--- src/hw/rtl/pidis_pkg.sv ---
// shared types and constants for the pid integral separation unit
`timescale 1ns / 1ps
package pidis_pkg;

    localparam int ERR_W   = 17;
    localparam int DERR_W  = 18;
    localparam int PROD_W  = 34;
    localparam int DPROD_W = 35;
    localparam int INTEG_W = 40;
    localparam int SUM_W   = 42;
    localparam int FRAC_W  = 8;
    localparam int RES_W   = SUM_W - FRAC_W;
    localparam int ADDR_W  = 5;
    localparam int DATA_W  = 32;
    localparam int Q_DEPTH = 4;
    localparam int Q_PTR_W = $clog2(Q_DEPTH);

    localparam logic [14:0] OUT_LIMIT_RST = 15'h7fff;

    // largest integral magnitude, one bit wider than the integral for compares
    localparam logic signed [INTEG_W:0] INTEG_MAX = 41'sh007f_ffff_ffff;

    typedef enum logic [2:0] {
        REG_GAIN_P         = 3'd0,
        REG_GAIN_I         = 3'd1,
        REG_GAIN_D         = 3'd2,
        REG_OUTPUT_LIMIT   = 3'd3,
        REG_INTEGRAL_LIMIT = 3'd4,
        REG_INTEGRAL_BAND  = 3'd5
    } reg_idx_t;

    typedef struct packed {
        logic [15:0] gain_p;
        logic [15:0] gain_i;
        logic [15:0] gain_d;
        logic [14:0] output_limit;
        logic [22:0] integral_limit;
        logic [16:0] integral_band;
    } cfg_t;

    typedef struct packed {
        logic signed [ERR_W-1:0]  err;
        logic signed [DERR_W-1:0] derr;
        logic                     clear;
    } cmd_t;

endpackage

--- src/hw/rtl/pidis_cmd_q.sv ---
// short queue between the front end and the back end
`timescale 1ns / 1ps
module pidis_cmd_q (
    input  logic            clk,
    input  logic            rst_n,
    input  logic            push,
    input  pidis_pkg::cmd_t wdata,
    output logic            full,
    input  logic            pop,
    output pidis_pkg::cmd_t rdata,
    output logic            empty
);
    import pidis_pkg::*;

    cmd_t               mem_reg [Q_DEPTH];
    logic [Q_PTR_W-1:0] wr_ptr_reg;
    logic [Q_PTR_W-1:0] wr_ptr_next;
    logic [Q_PTR_W-1:0] rd_ptr_reg;
    logic [Q_PTR_W-1:0] rd_ptr_next;
    logic [Q_PTR_W:0]   count_reg;
    logic [Q_PTR_W:0]   count_next;
    logic               do_push;
    logic               do_pop;

    assign full    = (count_reg == (Q_PTR_W+1)'(Q_DEPTH));
    assign empty   = (count_reg == '0);
    assign do_push = push && !full;
    assign do_pop  = pop && !empty;
    assign rdata   = mem_reg[rd_ptr_reg];

    always_comb
    begin
        wr_ptr_next = do_push ? wr_ptr_reg + 1'b1 : wr_ptr_reg;
        rd_ptr_next = do_pop ? rd_ptr_reg + 1'b1 : rd_ptr_reg;
        count_next  = count_reg;
        if (do_push && !do_pop)
        begin
            count_next = count_reg + 1'b1;
        end
        else if (do_pop && !do_push)
        begin
            count_next = count_reg - 1'b1;
        end
    end

    always_ff @(posedge clk)
    begin
        if (do_push)
        begin
            mem_reg[wr_ptr_reg] <= wdata;
        end
    end

    always_ff @(posedge clk or negedge rst_n)
    begin
        if (!rst_n)
        begin
            wr_ptr_reg <= '0;
            rd_ptr_reg <= '0;
            count_reg  <= '0;
        end
        else
        begin
            wr_ptr_reg <= wr_ptr_next;
            rd_ptr_reg <= rd_ptr_next;
            count_reg  <= count_next;
        end
    end

endmodule

--- config.mk ---
export PLATFORM = sky130hd
export DESIGN_NAME = pidis_cmd_q
export DESIGN_NICKNAME = d
export VERILOG_FILES = /design/src/hw/rtl/pidis_pkg.sv /design/src/hw/rtl/pidis_cmd_q.sv
export SDC_FILE = /design/constraint.sdc
export NUM_CORES = 1
export LEC_CHECK = 0
export ABC_AREA = 0
export BUFFER_PORTS_ARGS = -buffer_cell sky130_fd_sc_hd__buf_2
export CORE_MARGIN = 2
export CORE_UTILIZATION = 60
export CTS_CLUSTER_SIZE = 25
export DETAILED_ROUTE_END_ITERATION = 8
export PLACE_DENSITY = 0.9
export SYNTH_ARGS = -nofsm -noshare
export SYNTH_HDL_FRONTEND = slang
export SYNTH_SLANG_ARGS = --single-unit
--- constraint.sdc ---
create_clock -name clk -period 5.8 [get_ports clk]
set_input_delay 0.29 -clock clk [delete_from_list [all_inputs] [get_ports clk]]
set_output_delay 0.29 -clock clk [all_outputs]
set_load 0.1 [all_outputs]
==> results by group <==
Routing
  • Total Routed Length: 9770 um
  • Vias per cell: 5.62
  • Initial drt markers: 161
  • DR pass1 iterations: 6
  • Wire per inst: 20.7 um
  • Final ANT Viol Nets: 0
  • DRC viols: 0
  • Routed vias: 2656

Timing
  • Sum Neg Setup Slack: 0 ps
  • Unrepaired setup endpoints after global routing: no
  • Skew final: 7.93 ps
  • Peak Freq: 339 MHz
  • Final hold vios: 0
  • Slew HR: 34.2%
  • Final setup vio count: 0
  • Final period util: 50.9%
  • Worst Tran Pin Value: 986 ps
  • Final Max Tran Viols: 0
  • Minimum clock period: 2950 ps

Logic synthesis
  • Synthesized instance count: 224
  • Yosys top cell area share: 76.7%
  • Most frequent cell after synthesis: edfxtp_1
  • EDFF count, synth: 144
  • Top_reg_cell synth: edfxtp_1
  • Post-synth top area cell: edfxtp_1
  • Commonest cells post-synth: 144 x edfxtp_1, 36 x mux4_2, 7 x dfrtp_1
  • Synth Register Bits: 151
  • Avg Inst Size Synth: 25.2 um^2
  • Yosys cell types: 20
  • Sequential share of the synthesized area: 79.8%
  • Synth Cell Area: 5640 um^2
  • Largest cells by area after synthesis: edfxtp_1 77%, mux4_2 14%, dfrtp_1 3.1%, ha_1 1.1%, buf_12 0.71%
  • Async set-reset flop share out of synthesis: 4.64%
  • Syn nets: 270
  • Syn. warnings: 0

Die
  • Core footprint: 9200 um^2
  • Die ar.: 10200 um^2
  • Die W: 101 um
  • Row count: 35
  • Die span in y: 101 um
  • IO Pins: 78
  • Initial core utilization: 61.3%

Place
  • Dpl hpwl: 5350 um
  • # port buffers: 77
  • Final Wtd Congestion: 0.698

Global routing
  • Initial antenna violation count: 0
  • Global-route usage over all layers: 20.9%
  • Total global routing overflow: 0
  • First-pass GRT wire length: 15000 um
  • Largest net degree at the start of global routing: 38
  • Vias in the first global route: 2888

Clocking
  • Clk slew on worst S/H paths: 60 ps
  • H-tree levels: 4
  • Longest Clk Path Bufs: 2
  • Post-CTS sizing: 0
  • CTS tree: built
  • Inserted Clock Buffers: 17
  • # clock sinks: 151
  • Root Buffer: clkbuf_8
  • Clock insertion delay at the later pin of the skew report: 510 ps

Critical path
  • Worst r2r path cells: 3
  • Setup Crit Path Kind: reg -> out
  • Critical Path Sink Type: output pin
  • Reg2reg end: mem_reg[0][11]$_DFFE_PP_
  • R2R setup slack: 3490 ps
  • Reg-to-Reg Start: count_reg[2]$_DFFE_PN0P_
  • CP Data Arrival Time: 2660 ps
  • Crit path max fanout: 20
  • Startpoint type of the worst setup path: register
  • CP required: 5510 ps

Hold path
  • Worst Hold End: rd_ptr_reg[1]$_DFFE_PN0P_
  • Min-Delay Path Depth: 3
  • Hold path start: pop
  • Hold crit path type: in -> reg

Cells and area
  • Share of layout cells above drive strength 1: 42.4%
  • Synthesis-to-finish area growth: 25.6%
  • Layout Nets: 395
  • Max reg flops: 144

Outcome
  • Outcome: complete, no violations

Run
  • Max cap viols: 0
-- final cells by class --
type,instances,area (um^2)
timing repair buffer,115,763
sequential,151,4500
antenna,1,2.50
clock buffer,18,418
inverter,4,15.0
tap,111,139
multi-input combinational,60,1040
clock inverter,13,205
fill,483,2120
-- logic make-up after synthesis --
| family | synth area share (%) |
|---|---|
| buffers and inverters | 1.86 |
| and+or+nand+nor | 1.11 |
| muxes | 14.8 |
| xor gates and xnor gates | 0.932 |
| adders and majority gates | 1.47 |
| DFF | 79.8 |
-- worst max path at each step --
stage / start / endpoint
6_report: rd_ptr_reg[0]$_DFFE_PN0P_ / rdata[4]
5_1_grt: rd_ptr_reg[0]$_DFFE_PN0P_ / rdata[20]
4_1_cts: rd_ptr_reg[0]$_DFFE_PN0P_ / rdata[20]
3_5_place_dp: rd_ptr_reg[0]$_DFFE_PN0P_ / rdata[20]
3_3_place_gp: rd_ptr_reg[0]$_DFFE_PN0P_ / rdata[0]
2_1_floorplan: count_reg[0]$_DFFE_PN0P_ / count_reg[1]$_DFFE_PN0P_
-- placed cells by master (no fill, tap or decap) --
cell             n
inv_1            4
nor2b_1          1
mux4_2          36
xor2_1           2
nor3b_2          1
buf_4            1
dfrtp_2          2
clkinv_2         4
clkbuf_1         1
nand3_1          1
bufinv_16        5
fa_1             1
ha_1             5
dlygate4sd3_1   37
dfrtp_1          5
nor2_1           1
edfxtp_1       144
nand2_1          1
xnor2_1          4
mux2_2           2
clkinv_4         4
and2_2           4
clkbuf_8         1
diode_2          1
clkbuf_16       16
buf_2           77
or3_1            1
-- routing by layer --
layer	track usage, %	share of wire [%]	vias to the layer above
li1	-	-	1187
met2	35.3	54	79
met1	25.3	41	1378
met3	6.17	4.0	12
met5	0	0	-
met4	8.94	1.4	0
-- metrics by stage --
step           area, um^2  util, %  cells  setup slack (ps)  hold WS [ps]
6_report             7080     77.0    473              2850           111
5_1_grt              7080     77.0    472              2620          86.4
4_1_cts              7080     77.0    472              2730          91.7
3_5_place_dp         6080     66.2    404              3290           138
3_3_place_gp         6080     66.2    404              3310           128
2_1_floorplan        5640        -    224              2740         -5.59
-- worst max-delay path, stage by stage, from the launching register on --
cell     delay [ps]
dfrtp_2         770
buf_4           480
mux4_2          580
buf_2           310
-- what timing repair did --
action / CTS / global route
buffers inserted: 0 / 0
setup endpoints to repair: 0 / 0
hold endpoints to repair: 148 / 0
hold buffers: 37 / 0
Power is not shown: default switching activity piles up to over one toggle a cycle in this logic, so the estimate is an artifact.
