`src/hw/rtl/pidis_pkg.sv`:
```
// shared types and constants for the pid integral separation unit
`timescale 1ns / 1ps
package pidis_pkg;

    localparam int ERR_W   = 17;
    localparam int DERR_W  = 18;
    localparam int PROD_W  = 34;
    localparam int DPROD_W = 35;
    localparam int INTEG_W = 40;
    localparam int SUM_W   = 42;
    localparam int FRAC_W  = 8;
    localparam int RES_W   = SUM_W - FRAC_W;
    localparam int ADDR_W  = 5;
    localparam int DATA_W  = 32;
    localparam int Q_DEPTH = 4;
    localparam int Q_PTR_W = $clog2(Q_DEPTH);

    localparam logic [14:0] OUT_LIMIT_RST = 15'h7fff;

    // largest integral magnitude, one bit wider than the integral for compares
    localparam logic signed [INTEG_W:0] INTEG_MAX = 41'sh007f_ffff_ffff;

    typedef enum logic [2:0] {
        REG_GAIN_P         = 3'd0,
        REG_GAIN_I         = 3'd1,
        REG_GAIN_D         = 3'd2,
        REG_OUTPUT_LIMIT   = 3'd3,
        REG_INTEGRAL_LIMIT = 3'd4,
        REG_INTEGRAL_BAND  = 3'd5
    } reg_idx_t;

    typedef struct packed {
        logic [15:0] gain_p;
        logic [15:0] gain_i;
        logic [15:0] gain_d;
        logic [14:0] output_limit;
        logic [22:0] integral_limit;
        logic [16:0] integral_band;
    } cfg_t;

    typedef struct packed {
        logic signed [ERR_W-1:0]  err;
        logic signed [DERR_W-1:0] derr;
        logic                     clear;
    } cmd_t;

endpackage

```
`src/hw/rtl/pidis_cfg.sv`:
```
// configuration register file with apb-style access
`timescale 1ns / 1ps
module pidis_cfg (
    input  logic                         clk,
    input  logic                         rst_n,
    input  logic                         psel,
    input  logic                         penable,
    input  logic                         pwrite,
    input  logic [pidis_pkg::ADDR_W-1:0] paddr,
    input  logic [pidis_pkg::DATA_W-1:0] pwdata,
    output logic [pidis_pkg::DATA_W-1:0] prdata,
    output logic                         pready,
    output pidis_pkg::cfg_t              cfg
);
    import pidis_pkg::*;

    cfg_t     cfg_reg;
    cfg_t     cfg_next;
    reg_idx_t idx;
    logic     wr_en;

    assign idx    = reg_idx_t'(paddr[ADDR_W-1:2]);
    assign wr_en  = psel && penable && pwrite;
    assign pready = 1'b1;
    assign cfg    = cfg_reg;

    always_comb
    begin
        cfg_next = cfg_reg;
        if (wr_en)
        begin
            case (idx)
                REG_GAIN_P:         cfg_next.gain_p         = pwdata[15:0];
                REG_GAIN_I:         cfg_next.gain_i         = pwdata[15:0];
                REG_GAIN_D:         cfg_next.gain_d         = pwdata[15:0];
                REG_OUTPUT_LIMIT:   cfg_next.output_limit   = pwdata[14:0];
                REG_INTEGRAL_LIMIT: cfg_next.integral_limit = pwdata[22:0];
                REG_INTEGRAL_BAND:  cfg_next.integral_band  = pwdata[16:0];
                default:            cfg_next = cfg_reg;
            endcase
        end
    end

    always_comb
    begin
        case (idx)
            REG_GAIN_P:         prdata = {16'd0, cfg_reg.gain_p};
            REG_GAIN_I:         prdata = {16'd0, cfg_reg.gain_i};
            REG_GAIN_D:         prdata = {16'd0, cfg_reg.gain_d};
            REG_OUTPUT_LIMIT:   prdata = {17'd0, cfg_reg.output_limit};
            REG_INTEGRAL_LIMIT: prdata = {9'd0, cfg_reg.integral_limit};
            REG_INTEGRAL_BAND:  prdata = {15'd0, cfg_reg.integral_band};
            default:            prdata = '0;
        endcase
    end

    always_ff @(posedge clk or negedge rst_n)
    begin
        if (!rst_n)
        begin
            cfg_reg.output_limit   <= OUT_LIMIT_RST;
            cfg_reg.gain_p         <= '0;
            cfg_reg.gain_i         <= '0;
            cfg_reg.gain_d         <= '0;
            cfg_reg.integral_limit <= '0;
            cfg_reg.integral_band  <= '0;
        end
        else
        begin
            cfg_reg <= cfg_next;
        end
    end

endmodule

```
`config.mk`:
```
export PLATFORM = sky130hd
export DESIGN_NAME = pidis_cfg
export DESIGN_NICKNAME = d
export VERILOG_FILES = /design/src/hw/rtl/pidis_pkg.sv /design/src/hw/rtl/pidis_cfg.sv
export SDC_FILE = /design/constraint.sdc
export NUM_CORES = 1
export LEC_CHECK = 0
export BUFFER_PORTS_ARGS = -buffer_cell sky130_fd_sc_hd__buf_2
export CORE_MARGIN = 2
export CORE_UTILIZATION = 35
export CTS_BUF_LIST = sky130_fd_sc_hd__clkbuf_8 sky130_fd_sc_hd__clkbuf_16
export DETAILED_ROUTE_END_ITERATION = 10
export GPL_TIMING_DRIVEN = 1
export PLACE_DENSITY_LB_ADDON = 0.05
export SLEW_MARGIN = 20
export SYNTH_ARGS = -nofsm -noshare
export SYNTH_HDL_FRONTEND = slang
export SYNTH_SLANG_ARGS = --single-unit
export TNS_END_PERCENT = 20
```
`constraint.sdc`:
```
create_clock -name clk -period 2.5 [get_ports clk]
set_input_delay 0.5 -clock clk [delete_from_list [all_inputs] [get_ports clk]]
set_output_delay 0.5 -clock clk [all_outputs]
set_load 0.01 [all_outputs]
```
==> metrics, run 1 <==
Site Rows 43; skew final 0 ns; Die Y 122 µm; final slew viol count 0; LEAKAGE 0.00326 µW; GPL Wtd Cong 0.760; worst hold margin 0.131 ns; Diodes inserted 0; Avg Cell Area, Syn 14.1 µm²; largest net degree at the start of global routing 52; simple-gate area share of the yosys netlist 5.29%; post-route ant nets 0; Total Routing Usage GR 18.9%; Synth area leader dfrtp_1; Die X 122 µm; # DRC 0; first-pass GRT wire length 21000 µm; cells along the critical path buf_2, nand2b_1, nor2_1, a211o_1, buf_2; layout cells sized above 1 41.8%; post-synthesis sequential area ratio 53.1%; worst r2r path cells 1; Worst setup SP type input port; Post-CTS Setup Inserts 0; Distinct cells, synth 32; Worst-Skew Late Latency 0.34 ns; Post-synth ARST share 100%; placed cell count 681; area grow syn2layout 27.4%; number of port buffers 156; WP buf/inv 2; top-area cell type share of the netlist area 45.0%; Synth Warn # 0; initial antenna violation count 0; Setup TNS 0 ns; vias in the first global route 3514; worst r2r dst cfg[21]$_DFFE_PN0P_; Tcrit/Tclk final 92.6%; via total after detailed routing 3408; core area 13800 µm²; crit-path max cell delay 0.53 ns; Worst-Margin Slew 0.661 ns; Worst setup EP type primary output; CTS tree done; starting density of the core 35.5%; Clock Path Buffers 2; final setup fails 0; post-CTS resize count 0; Clock Sinks 103; Worst EP required 2.00 ns; Hold Crit Class in2async; R2R Path Start cfg[21]$_DFFE_PN0P_; Rel. slew slack 55.8%; WS Path Type in2out; worst ir drop on vdd 0.346 mV; area share of xor/xnor cells in the synthesized design 0%; Avg WL per Cell 19.3 µm; Crit path top cell by count buf_2; Adder-Cell Fraction of Synth Area 0%; Critical Path Slowest Stage Cell nor2_1; cts hold-fix bufs 0; Vias/cell 4.89; status complete, no violations; Synth area leaders dfrtp_1 (45%), mux2_1 (26%), dfstp_2 (8.1%), mux2i_1 (6.3%), buf_4 (2.8%); Syn Inst Count 348; Pwr per Cell Area 796 nW/µm²; final wirelength 13500 µm; HPWL Detailed 9470 µm; Starting DRT DRC Count 152; post-route insts no fill 697; dpl ws 0.135 ns; CTS clk-pin slew, worst paths 0.07 ns; Final Util 45.3%; Final Hold Fails 0; Final min period 2.32 ns; First-pass DRT Iterations 4; Main synth FF type dfrtp_1; reg2reg setup slack 1.65 ns; Worst Slack Setup Final 0.184 ns; cts bufs inserted 9; Post-synth EDFFs 0; largest family of logic cells by synthesized area multiplexers; mapped cell area 4890 µm²; f_max 0.432 GHz; Post-layout nets 554; # H-tree levels 3; die area 14900 µm²; grt ovf 0; Clock Tree Root clkbuf_16; Crit Path Max Fanout 12; Synth Area in Compound Gates 5.01%; FF+latch count, synth 103; CP Data Arrival Time 1.82 ns; max cap viols 0; CP top delay family simple AND/OR/NAND/NOR gates; Ports 178; mux contribution to synthesized area 32.3%; max reg flops 103; RSZ-0062 raised after global routing false
-- cells in the mapped netlist, types with 4 or more instances --
library cell / count
buf_4: 18
dfrtp_1: 88
mux2_1: 113
a221oi_1: 5
nor2_1: 5
nand2_1: 9
buf_2: 6
mux2i_1: 31
dfstp_2: 15
o21ai_1: 9
o22a_1: 8
and2_1: 6
a31oi_1: 4
-- per-layer routing --
layer / wire [µm] / vias up / global-route usage [%]
li1: - / 1573 / -
met1: 6570 / 1734 / 27.6
met2: 6060 / 91 / 28.2
met3: 687 / 10 / 3.62
met4: 142 / 0 / 6.39
met5: 0 / - / 0
-- worst max-delay path by stage --
stage / from / endpoint / slack [ns] / cells past startpoint
6_report: paddr[4] / prdata[4] / 0.18 / 5
2_1_floorplan: paddr[2] / prdata[4] / 0.54 / 5
4_1_cts: paddr[4] / prdata[4] / 0.13 / 5
3_5_place_dp: paddr[4] / prdata[4] / 0.13 / 5
5_1_grt: paddr[4] / prdata[4] / 0.03 / 5
3_3_place_gp: paddr[4] / prdata[4] / 0.15 / 5
-- layout make-up --
class	instances	area, µm²
clock buffer	10	239
timing repair buffer	174	956
clock inverter	6	83.8
inverter	1	3.75
sequential	103	2600
multi-input combinational	223	2130
tap	180	225
fill	1336	7540
-- metrics by stage --
stage               area, µm²  power [µW]
finish                   6230        4960
global route             6230        5270
CTS                      6230        5040
detailed placement       5910        3490
global placement         5910        3470
floorplan                4920        2880
-- where the power goes --
| part | internal [µW] | leakage (µW) | switching, µW |
|---|---|---|---|
| sequential | 2030 | 0.00128 | 238 |
| combinational | 560 | 0.00181 | 608 |
| clock | 902 | 0.000162 | 623 |
| total | 3490 | 0.00326 | 1470 |
-- logic make-up after synthesis --
family / after synthesis
buf+inv: 30
mux: 144
compound gates: 34
flops: 103
other cells: 2
simple gates: 35
-- cell usage in the layout, fill, tap and decap left out, types with 2 or more instances in the layout --
master     count
nand2_1        9
and2_1         6
buf_4         16
nand2b_1       2
a31oi_1        4
clkinv_2       3
buf_2        155
a221oi_1       5
a21oi_1        2
nor2_4         4
mux2_1       113
nor2_8         2
nor2_1         5
mux2i_1       31
bufinv_16      2
buf_12         3
o21ai_1        9
o22a_1         8
dfrtp_1       88
a211o_1        3
conb_1        10
dfstp_2       15
o2bb2ai_1      2
clkbuf_16      9
Power figures use the tool's default switching activity.
==> run 2: changes to the inputs <==
--- a/config.mk
+++ b/config.mk
@@ -7,7 +7,7 @@
 export LEC_CHECK = 0
 export BUFFER_PORTS_ARGS = -buffer_cell sky130_fd_sc_hd__buf_2
 export CORE_MARGIN = 2
-export CORE_UTILIZATION = 35
+export CORE_UTILIZATION = 50
 export CTS_BUF_LIST = sky130_fd_sc_hd__clkbuf_8 sky130_fd_sc_hd__clkbuf_16
 export DETAILED_ROUTE_END_ITERATION = 10
 export GPL_TIMING_DRIVEN = 1
==> constraint.sdc (replaced) <==
create_clock -name clk -period 2.64 [get_ports clk]
set_input_delay 0.528 -clock clk [delete_from_list [all_inputs] [get_ports clk]]
set_output_delay 0.528 -clock clk [all_outputs]
set_load 0.01 [all_outputs]
==> run 2 against run 1 <==
Global-route usage increased by 4.2 points. Utilization increased by 17 points. Non-clock buffer count decreased by 7. Hold slack got worse by 0.019 ns. Flip-flop and latch count unchanged. Register-to-register slack improved by 0.17 ns. Critical endpoint is now prdata[1]. Clock power decreased by 43%. Cell area decreased by 4.1%. Final cell count decreased by 7.7%. Sequential share of layout area increased by 1.8 points. Sequential power decreased by 6%. Count of clock-buffer cells in the layout decreased by 1. Largest power group unchanged.
==> metrics, run 2 (synthesized netlist as in run 1, its figures left out) <==
status complete, no violations; GR peak layer met2; fillers 860 (-36%); first-pass GRT wire length 18000 µm (-14%); R2R Path Start cfg[3]$_DFFE_PN0P_; Worst-Skew Late Latency 0.36 ns (+0.02 ns); number of port buffers 156 (unchanged); commonest non-fill, non-tap cell in the layout buf_2; Clock Tree Root clkbuf_8; Clock Path Buffers 2 (unchanged); largest net degree at the start of global routing 67 (+29%); cells along the critical path buf_2, buf_12, nand2b_1, o22a_1, o21ai_1, buf_2; Diodes inserted 0 (unchanged); Avg WL per Cell 18.7 µm (-3.3%); total chip power 4100 µW (-17%); post-CTS resize count 0 (unchanged); via total after detailed routing 3393 (-0.44%); vias in the first global route 3158 (-10%); CP top delay family simple AND/OR/NAND/NOR gates; Die X 103 µm (-16%); crit-path max cell delay 0.56 ns (+0.03 ns); Tcrit/Tclk final 92.9%; Worst setup SP type input port; Post-CTS Setup Inserts 0 (unchanged); Starting DRT DRC Count 132 (-13%); cts hold-fix bufs 0 (unchanged); GR met3 Demand/Resource 5.22% (+1.6 points); Pwr per Cell Area 687 nW/µm² (-14%); initial antenna violation count 0 (unchanged); RSZ-0062 raised after global routing false; layout cells sized above 1 40.6% (-1.2 points); cts bufs inserted 9 (unchanged); f_max 0.408 GHz; area grow syn2layout 22.1%; Crit. path cell count 6 (+1); Setup TNS 0 ns (unchanged); LEAKAGE 0.00315 µW (-3.3%); WP buf/inv 3 (+1); starting density of the core 50.8% (+15 points); Critical Path Slowest Stage Cell nand2b_1; multi-input logic area 2130 µm² (unchanged); final setup fails 0 (unchanged); Worst setup EP type primary output; CTS tree done; Hold Crit Class in2async; area of all sequential standard cells 2600 µm² (unchanged); grt ovf 0 (unchanged); # H-tree levels 3 (unchanged); met2 Use GR 34.8% (+6.6 points); skew final 0 ns (unchanged); Worst EP required 2.11 ns (+0.11 ns); Final Hold Fails 0 (unchanged); max reg flops 103 (unchanged); Rel. slew slack 55.8% (about the same); # DRC 0 (unchanged); max cap viols 0 (unchanged); post-route ant nets 0 (unchanged); Final min period 2.45 ns; Setup crit end prdata[1]; worst ir drop on vdd 0.307 mV (-11%); CP Data Arrival Time 1.92 ns (+0.10 ns); final slew viol count 0 (unchanged); Crit path top cell by count buf_2; Critical Path Source paddr[3]; worst r2r path cells 1 (unchanged); WS Path Type in2out; Site Rows 36 (-16%); reg2reg setup slack 1.82 ns (+0.17 ns); die area 10600 µm² (-29%); GPL Wtd Cong 0.772 (+1.5%); Post-layout nets 547 (-1.3%); Clock Sinks 103 (unchanged); HPWL Detailed 8140 µm (-14%); worst r2r dst cfg[3]$_DFFE_PN0P_; CTS clk-pin slew, worst paths 0.10 ns (+0.03 ns); Vias/cell 5.28 (+7.9%); Total Routing Usage GR 23.1% (+4.2 points); Worst-Margin Slew 0.660 ns (-0.000661 ns); Crit Path Max Fanout 39 (+27); met1 Resource Use GR 33.7% (+6.1 points); core area 9640 µm² (-30%); First-pass DRT Iterations 4 (unchanged); Ports 178 (unchanged); commonest non-fill, non-tap cells in the layout buf_2 (155), mux2_1 (113), dfrtp_1 (88); Die Y 103 µm (-16%); final wirelength 12000 µm (-11%)
==> run 2: area by class of cell <==
class	instances	share of cell area [%]
Inverter	1	0.0628
Sequential cell	103	43.4
Clock buffer	9	2.07
Multi-Input combinational cell	223	35.6
Clock inverter	7	0.691
Timing Repair Buffer	167	15.3
Tap cell	133	2.78
==> run 2: layer usage <==
| metal | wire length (µm) | vias up |
|---|---|---|
| met1 | 5590 | 1719 |
| met2 | 5540 | 103 |
| met4 | 190 | 0 |
| li1 | - | 1558 |
| met5 | 0 | - |
| met3 | 678 | 13 |
==> run 2: power breakdown <==
part / switching (µW) / internal [µW]
Clock: 534 / 337
Combinational: 573 / 525
Sequential: 218 / 1920
==> run 2: how the worst min path moves through the flow <==
| stage | start | end | slack (ns) | cells after the start |
|---|---|---|---|---|
| CTS | rst_n | cfg[0]$_DFFE_PN0P_ | 0.12 | 1 |
| finish | rst_n | cfg[0]$_DFFE_PN0P_ | 0.11 | 1 |
| global placement | cfg[35]$_DFFE_PN0P_ | cfg[35]$_DFFE_PN0P_ | 0.48 | 1 |
| detailed placement | cfg[38]$_DFFE_PN0P_ | cfg[38]$_DFFE_PN0P_ | 0.49 | 1 |
| floorplan | rst_n | cfg[0]$_DFFE_PN0P_ | 0.23 | 0 |
| global route | rst_n | cfg[0]$_DFFE_PN0P_ | 0.13 | 1 |
==> run 2: stage by stage <==
step / util [%] / hold slack, ns / setup WS [ns] / cells / cell area, µm²
after floorplan: - / 0.232 / 0.627 / 356 / 4920
after global placement: 60.3 / 0.479 / 0.182 / 627 / 5810
after detailed placement: 60.3 / 0.492 / 0.190 / 627 / 5810
after CTS: 62.0 / 0.124 / 0.189 / 643 / 5980
after global routing: 62.0 / 0.135 / 0.0690 / 643 / 5980
final: 62.0 / 0.111 / 0.187 / 643 / 5980
