**src/hw/rtl/pidis_pkg.sv**
```systemverilog
// shared types and constants for the pid integral separation unit
`timescale 1ns / 1ps
package pidis_pkg;

    localparam int ERR_W   = 17;
    localparam int DERR_W  = 18;
    localparam int PROD_W  = 34;
    localparam int DPROD_W = 35;
    localparam int INTEG_W = 40;
    localparam int SUM_W   = 42;
    localparam int FRAC_W  = 8;
    localparam int RES_W   = SUM_W - FRAC_W;
    localparam int ADDR_W  = 5;
    localparam int DATA_W  = 32;
    localparam int Q_DEPTH = 4;
    localparam int Q_PTR_W = $clog2(Q_DEPTH);

    localparam logic [14:0] OUT_LIMIT_RST = 15'h7fff;

    // largest integral magnitude, one bit wider than the integral for compares
    localparam logic signed [INTEG_W:0] INTEG_MAX = 41'sh007f_ffff_ffff;

    typedef enum logic [2:0] {
        REG_GAIN_P         = 3'd0,
        REG_GAIN_I         = 3'd1,
        REG_GAIN_D         = 3'd2,
        REG_OUTPUT_LIMIT   = 3'd3,
        REG_INTEGRAL_LIMIT = 3'd4,
        REG_INTEGRAL_BAND  = 3'd5
    } reg_idx_t;

    typedef struct packed {
        logic [15:0] gain_p;
        logic [15:0] gain_i;
        logic [15:0] gain_d;
        logic [14:0] output_limit;
        logic [22:0] integral_limit;
        logic [16:0] integral_band;
    } cfg_t;

    typedef struct packed {
        logic signed [ERR_W-1:0]  err;
        logic signed [DERR_W-1:0] derr;
        logic                     clear;
    } cmd_t;

endpackage

```
**src/hw/rtl/pidis_front.sv**
```systemverilog
// front end: forms the error, its difference and the integral separation decision
`timescale 1ns / 1ps
module pidis_front (
    input  logic                       clk,
    input  logic                       rst_n,
    input  pidis_pkg::cfg_t            cfg,
    input  logic                       push,
    input  logic signed [15:0]         target_value,
    input  logic signed [15:0]         measured_value,
    input  logic                       q_full,
    output logic                       q_push,
    output pidis_pkg::cmd_t            q_data
);
    import pidis_pkg::*;

    logic signed [ERR_W-1:0] prev_err_reg;
    logic signed [ERR_W-1:0] prev_err_next;
    logic signed [ERR_W-1:0] err;
    logic [ERR_W-1:0]        mag;

    assign err    = ERR_W'(target_value) - ERR_W'(measured_value);
    assign mag    = err[ERR_W-1] ? ERR_W'(-err) : ERR_W'(err);
    assign q_push = push && !q_full;

    always_comb
    begin
        q_data.err   = err;
        q_data.derr  = DERR_W'(err) - DERR_W'(prev_err_reg);
        // band reached or passed: integral gets cleared, unless the band is zero
        q_data.clear = (cfg.integral_band != '0) && (mag >= cfg.integral_band);
        prev_err_next = q_push ? err : prev_err_reg;
    end

    always_ff @(posedge clk or negedge rst_n)
    begin
        if (!rst_n)
        begin
            prev_err_reg <= '0;
        end
        else
        begin
            prev_err_reg <= prev_err_next;
        end
    end

endmodule

```
**config.mk**
```make
export PLATFORM = sky130hd
export DESIGN_NAME = pidis_front
export DESIGN_NICKNAME = d
export VERILOG_FILES = /design/src/hw/rtl/pidis_pkg.sv /design/src/hw/rtl/pidis_front.sv
export SDC_FILE = /design/constraint.sdc
export NUM_CORES = 1
export LEC_CHECK = 0
export BUFFER_PORTS_ARGS = -buffer_cell sky130_fd_sc_hd__buf_4
export CAP_MARGIN = 40
export CORE_MARGIN = 2
export CORE_UTILIZATION = 41
export DETAILED_ROUTE_END_ITERATION = 8
export GPL_TIMING_DRIVEN = 0
export PLACE_DENSITY = 0.8
export SLEW_MARGIN = 10
export SYNTH_ARGS = -nofsm -noshare
export SYNTH_HDL_FRONTEND = slang
export SYNTH_SLANG_ARGS = --single-unit
```
**constraint.sdc**
```tcl
create_clock -name clk -period 5.3 [get_ports clk]
set_input_delay 1.06 -clock clk [delete_from_list [all_inputs] [get_ports clk]]
set_output_delay 1.06 -clock clk [all_outputs]
set_load 0.01 [all_outputs]
```
==> results of run 1 <==
[per-stage QoR]
| stage | std cells | hold slack [ps] | TNS (ps) |
|---|---|---|---|
| 6_report | 625 | 490 | -959 |
| 5_1_grt | 625 | 526 | -2160 |
| 4_1_cts | 613 | 493 | -684 |
| 3_5_place_dp | 600 | 477 | -1480 |
| 3_3_place_gp | 600 | 464 | -1160 |
| 2_1_floorplan | 412 | 450 | -63.7 |
[cell families after synthesis]
logic type | Yosys count
AND/OR/NAND/NOR | 116
AO/OA/AOI/OAI | 106
buffers and inverters | 78
adder cells (fa/ha/maj) | 53
XOR/XNOR | 39
flip-flops | 17
multiplexers | 3
[final cells by class]
class                      count  area [µm²]  area share [%]
inverter                      73         287            6.45
sequential                    17         425            9.58
clock buffer                   3        41.3           0.930
tap                           99         124            2.79
buffer                         5        21.3           0.479
clock inverter                 1        5.00           0.113
timing repair buffer         110         841            18.9
multi-input combinational    317        2700            60.7
[power by group through the flow]
stage                     Sequential [mW]  Clock (mW)  Combinational, mW
final                               0.173      0.0966               1.23
after global routing                0.176       0.102               1.36
after CTS                           0.173       0.100               1.17
after detailed placement            0.176           0               1.11
after global placement              0.173           0               1.08
after floorplan                     0.171           0              0.731
[worst max-delay path by stage]
stage / from / endpoint / slack (ps) / cells after the start
final: target_value[0] / q_data[0] / -570 / 21
after detailed placement: target_value[0] / q_data[0] / -790 / 19
after floorplan: target_value[0] / q_data[0] / -60 / 17
after global placement: target_value[0] / q_data[0] / -750 / 20
after CTS: target_value[2] / q_data[0] / -510 / 19
after global routing: measured_value[3] / q_data[0] / -750 / 20
[per-layer routing]
metal | up-vias | global-route usage [%]
met5 | - | 0
met1 | 1501 | 27.1
met2 | 126 | 35.1
met3 | 17 | 2.84
met4 | 0 | 5.51
li1 | 1668 | -
[timing repair]
action,CTS,global route
setup endpoints to repair,6,7
buffers inserted,9,12
gates resized for setup,19,36
pin swaps,17,25
[Yosys cell counts (2+ instances only)]
library cell,number
a211o_1,4
a21o_1,9
a21oi_1,22
a31oi_1,10
and2_1,3
and3_1,2
clkbuf_1,4
dfrtp_1,17
fa_1,2
ha_1,51
inv_1,70
inv_2,2
mux2_2,3
nand2_1,37
nand2b_1,5
nand3_1,11
nand4_1,4
nor2_1,22
nor2b_1,4
nor3_1,10
nor3b_1,2
nor4_1,4
o211ai_1,3
o21a_1,8
o21ai_0,20
o21ai_1,4
o21bai_1,4
o221ai_1,2
o31a_1,2
o31ai_1,3
or3_1,5
xnor2_1,24
xor2_1,15
==> results.sh, run 1 <==
export IMPL_status="complete, but fails checks"
export IMPL_violations="negative setup slack"
export IMPL_path_common_cell="buf_4"
export IMPL_htree_levels=1
export IMPL_fin_worst_skew_ps=0
export IMPL_hold_path_startpoint="prev_err_reg[6]"
export IMPL_timing_rr_end="prev_err_reg[5]"
export IMPL_seqPwrFrac_pct=11.5
export IMPL_wl_met3_um=579
export IMPL_p_per_area_nw_per_um2=338
export IMPL_slowest_stage="o41ai_4"
export IMPL_overflow=0
export IMPL_grt_pass1_wl_mm=14.2
export IMPL_hold_viol=0
export IMPL_worstPathArrival_ps=4810
export IMPL_synth_area_mux_share_pct=1.10
export IMPL_async_flop_share_pct=100
export IMPL_intPower_mw=0.813
export IMPL_synth_ff_type="dfrtp_1"
export IMPL_ys_types=57
export IMPL_clockPowerShare_pct=6.4
export IMPL_setup_slack_ps=-570
export IMPL_die_w_um=90.4
export IMPL_finalCriticalPeriod_ps=5870
export IMPL_portBuffers=89
export IMPL_synth_adder_area_share_pct=22.1
export IMPL_synth_edf_count=0
export IMPL_final_core_util_pct=61.2
export IMPL_cp_cell_sequence="buf_8, inv_12, ha_4, fa_2, nor2b_4, o21a_1, or3_4, a222oi_1, buf_4, nand4_4, buf_6, nor2_4, a31oi_2, xor2_1, ha_1, nand4_1, o41ai_4, buf_4, o221ai_2, a21oi_2, buf_4"
export IMPL_cts_tree="done"
export IMPL_antenna_cells=0
export IMPL_boundaryPins=176
export IMPL_synthesis_area_um2=3060
export IMPL_postRouteWirelength_mm=8.67
export IMPL_max_slew_margin_pct=62.6
export IMPL_dr_pass1_iters=4
export IMPL_hold_path_class="flip-flop to flip-flop"
export IMPL_row_count=31
export IMPL_antenna_left=0
export IMPL_n_fill_cell=655
export IMPL_tightestPinTransition_ps=558
export IMPL_synth_compound_area_share_pct=22.8
export IMPL_setup_viol=5
export IMPL_worstPathBufferInverterCount=6
export IMPL_synth_top_area_share_pct=20.8
export IMPL_areaGrowthSynthToFinish_pct=45.0
export IMPL_timing_final_max_slew_violations=0
export IMPL_place_area_um2=3960
export IMPL_pre_cts_slack_ps=-786
export IMPL_cpPeakStageDelay_ps=410
export IMPL_cts_inserted_buffers=3
export IMPL_synth_cells=412
export IMPL_final_common_cell="buf_4"
export IMPL_yosysWarnings=0
export IMPL_hold_buffers=0
export IMPL_switchingPower_mw=0.690
export IMPL_grt_start_max_net_pins=18
export IMPL_drt_iter0_markers=163
export IMPL_clk_pin_slew_ps=60
export IMPL_ys_ff_latch=17
export IMPL_ys_seq_area_share_pct=13.9
export IMPL_core_um2=7250
export IMPL_fin_area_um2=4440
export IMPL_power_frac_comb_pct=82.1
export IMPL_fin_crit_sh_pct=111
export IMPL_whs_path_depth=2
export IMPL_synth_top_family_by_area="compound AO/OA/AOI/OAI gates"
export IMPL_synth_area_leaders="ha_1 21%, dfrtp_1 14%, inv_1 8.6%"
export IMPL_met2RoutedLength_mm=4.21
export IMPL_final_cell_mix="107 x buf_4, 66 x inv_1, 44 x ha_1"
export IMPL_maxCapViolCount=0
export IMPL_drc=0
export IMPL_die_y_um=90.4
export IMPL_yosys_area_top_type="ha_1"
export IMPL_cts_sinks=17
export IMPL_cts_buffer_depth=2
export IMPL_critPathTopFamily="compound AO/OA/AOI/OAI gates"
export IMPL_p_total_mw=1.50
export IMPL_synth_simple_area_share_pct=19.3
export IMPL_die_area_um2=8170
export IMPL_antenna_found_initial=0
export IMPL_insertion_delay_ps=250
export IMPL_fin_nets=719
export IMPL_ir_worst_vdd_mv=0.111
export IMPL_r2r_start="prev_err_reg[5]"
export IMPL_fmax_mhz=170
export IMPL_reg2regPathDepth=1
export IMPL_crit_fanout=2
export IMPL_drive_gt1_share_pct=33.7
export IMPL_grt_pass1_vias=3179
export IMPL_critPathKind="input port to output port"
export IMPL_synth_xor_area_share_pct=11.2
export IMPL_start_util_pct=42.2
export IMPL_track_usage_pct=20.5
export IMPL_cp_start_kind="input port"
export IMPL_cts_root_buf="clkbuf_8"
export IMPL_rsz0062_at_grt="true"
export IMPL_cp_end_kind="output port"
export IMPL_viasPerCell=5.30
export IMPL_leakagePower_nw=2.24
export IMPL_r2r_slack_ps=4540
export IMPL_wl_met1_mm=3.76
export IMPL_gp_congestion=0.870
export IMPL_top_layer="met4"
export IMPL_swShare_pct=45.9
export IMPL_vias=3312
export IMPL_min_to="prev_err_reg[6]"
export IMPL_post_drt_wl_per_cell_um=13.9
export IMPL_hpwl_mm=6.91
export IMPL_synth_nets=604
export IMPL_largest_reg_flops=17
export IMPL_syn_avg_cell_area_um2=7.43
export IMPL_critPathRequiredTime_ps=4240
Power figures use the tool's default switching activity.
==> inputs of run 2 (changes only) <==
--- a/config.mk
+++ b/config.mk
@@ -12,6 +12,7 @@
 export DETAILED_ROUTE_END_ITERATION = 8
 export GPL_TIMING_DRIVEN = 0
 export PLACE_DENSITY = 0.8
+export SKIP_CTS_REPAIR_TIMING = 1
 export SLEW_MARGIN = 10
 export SYNTH_ARGS = -nofsm -noshare
 export SYNTH_HDL_FRONTEND = slang
==> run 2 against run 1 <==
The flow still finishes with violations (negative setup slack); combinational power shrank 3%; flip-flop and latch count is the same; via count shrank 1.7%; clock skew is the same; largest power group unchanged.
==> results.sh, run 2 (same netlist as run 1, synthesis figures left out) <==
export IMPL_tightestPinTransition_ps=558
export IMPL_slowest_stage="a222oi_1"
export IMPL_fin_nets=710
export IMPL_cts_buffer_depth=2
export IMPL_final_common_cell="buf_4"
export IMPL_setup_viol=3
export IMPL_hold_viol=0
export IMPL_power_frac_comb_pct=81.4
export IMPL_clk_pin_slew_ps=60
export IMPL_critPathRequiredTime_ps=4240
export IMPL_boundaryPins=176
export IMPL_antenna_left=0
export IMPL_viasPerCell=5.28
export IMPL_hpwl_mm=6.91
export IMPL_final_cell_mix="100 x buf_4, 68 x inv_1, 45 x ha_1"
export IMPL_antenna_found_initial=0
export IMPL_areaGrowthSynthToFinish_pct=39.3
export IMPL_grt_start_max_net_pins=18
export IMPL_fin_area_um2=4270
export IMPL_drc=0
export IMPL_path_common_cell="buf_4"
export IMPL_row_count=31
export IMPL_hold_path_class="flip-flop to flip-flop"
export IMPL_drive_gt1_share_pct=28.8
export IMPL_dr_pass1_iters=4
export IMPL_status="complete, but fails checks"
export IMPL_grt_pass1_wl_mm=13.7
export IMPL_seqPwrFrac_pct=11.9
export IMPL_core_um2=7250
export IMPL_postRouteWirelength_mm=8.34
export IMPL_fin_setup_tns_ps=-998
export IMPL_die_w_um=90.4
export IMPL_die_area_um2=8170
export IMPL_fin_crit_sh_pct=114
export IMPL_timing_final_max_slew_violations=0
export IMPL_swShare_pct=46.0
export IMPL_cpPeakStageDelay_ps=390
export IMPL_finalCriticalPeriod_ps=6040
export IMPL_track_usage_pct=19.7
export IMPL_overflow=0
export IMPL_crit_fanout=4
export IMPL_gp_congestion=0.870
export IMPL_switchingPower_mw=0.672
export IMPL_clockPowerShare_pct=6.7
export IMPL_rsz0062_at_grt="true"
export IMPL_antenna_cells=0
export IMPL_leakagePower_nw=2.17
export IMPL_ir_worst_vdd_mv=0.114
export IMPL_cts_tree="done"
export IMPL_cts_root_buf="clkbuf_8"
export IMPL_vias=3255
export IMPL_violations="negative setup slack"
export IMPL_htree_levels=1
export IMPL_drt_iter0_markers=117
export IMPL_grt_pass1_vias=3076
export IMPL_grt_util_met2_pct=33.6
export IMPL_cts_sinks=17
export IMPL_portBuffers=89
export IMPL_p_per_area_nw_per_um2=342
export IMPL_insertion_delay_ps=250
export IMPL_use_met3_pct=2.42
export IMPL_final_core_util_pct=58.8
export IMPL_cts_inserted_buffers=3
export IMPL_cp_cell_sequence="buf_6, inv_12, ha_4, fa_2, nor2b_2, o21a_1, or3_4, a222oi_1, buf_4, nand4_4, nor4_4, a31oi_1, xnor2_1, ha_1, and2_4, nand3_4, o41ai_4, a211o_1, o221ai_2, a21oi_2, buf_4"
export IMPL_die_y_um=90.4
export IMPL_max_slew_margin_pct=62.7
export IMPL_critPathKind="input port to output port"
export IMPL_post_drt_wl_per_cell_um=13.5
export IMPL_maxCapViolCount=0
export IMPL_largest_reg_flops=17
export IMPL_grt_busiest_layer="met2"
export IMPL_gr_usage_met1_pct=26.5
export IMPL_place_area_um2=3960
export IMPL_intPower_mw=0.788
export IMPL_setup_slack_ps=-736
export IMPL_fin_worst_skew_ps=0
export IMPL_worstPathArrival_ps=4980
export IMPL_start_util_pct=42.2
export IMPL_fmax_mhz=166
export IMPL_cp_end_kind="output port"
export IMPL_cp_start_kind="input port"
## run 2: path summary, 6_finish.rpt
kind                            startpoint         endpoint  slack (ps)  cells past startpoint
max                        target_value[0]        q_data[0]        -740                     21
min                        prev_err_reg[6]  prev_err_reg[6]         490                      2
max reg2reg                prev_err_reg[5]  prev_err_reg[5]        4540                      1
min reg2reg                prev_err_reg[6]  prev_err_reg[6]         490                      2
max in group asynchronous            rst_n  prev_err_reg[5]        4450                      1
min in group asynchronous            rst_n  prev_err_reg[7]         660                      1
## run 2: critical path: cells and delay by family
family | cells | cell delay [ps]
AO/OA/AOI/OAI | 7 | 1500
AND/OR/NAND/NOR | 6 | 1100
adder cells (fa/ha/maj) | 3 | 650
buffers and inverters | 4 | 500
XOR/XNOR | 1 | 170
## run 2: area by class of cell
type,count,area (µm²)
Multi-Input combinational cell,317,2600
Inverter,73,287
Clock inverter,1,5.00
Sequential cell,17,425
Timing Repair Buffer,101,762
Buffer,5,21.3
Fill cell,689,2990
Tap cell,99,124
Clock buffer,3,41.3
## run 2: per-layer routing
layer	routed length (µm)	share of wire (%)
met1	3800	46
met2	3950	47
met3	468	5.6
met4	123	1.5
met5	0	0
## run 2: power groups by stage
stage | clock [mW] | combinational (mW) | sequential [mW]
after floorplan | 0 | 0.731 | 0.171
after global placement | 0 | 1.08 | 0.173
after detailed placement | 0 | 1.11 | 0.176
after CTS | 0.100 | 1.11 | 0.173
after global routing | 0.102 | 1.31 | 0.176
final | 0.0980 | 1.19 | 0.173
## run 2: per-stage QoR
step	setup slack (ps)	cells	hold WS (ps)	total power, mW
2_1_floorplan	-63.7	412	450	0.902
3_3_place_gp	-749	600	464	1.25
3_5_place_dp	-786	600	477	1.28
4_1_cts	-828	604	493	1.39
5_1_grt	-854	616	526	1.59
6_report	-736	616	490	1.46
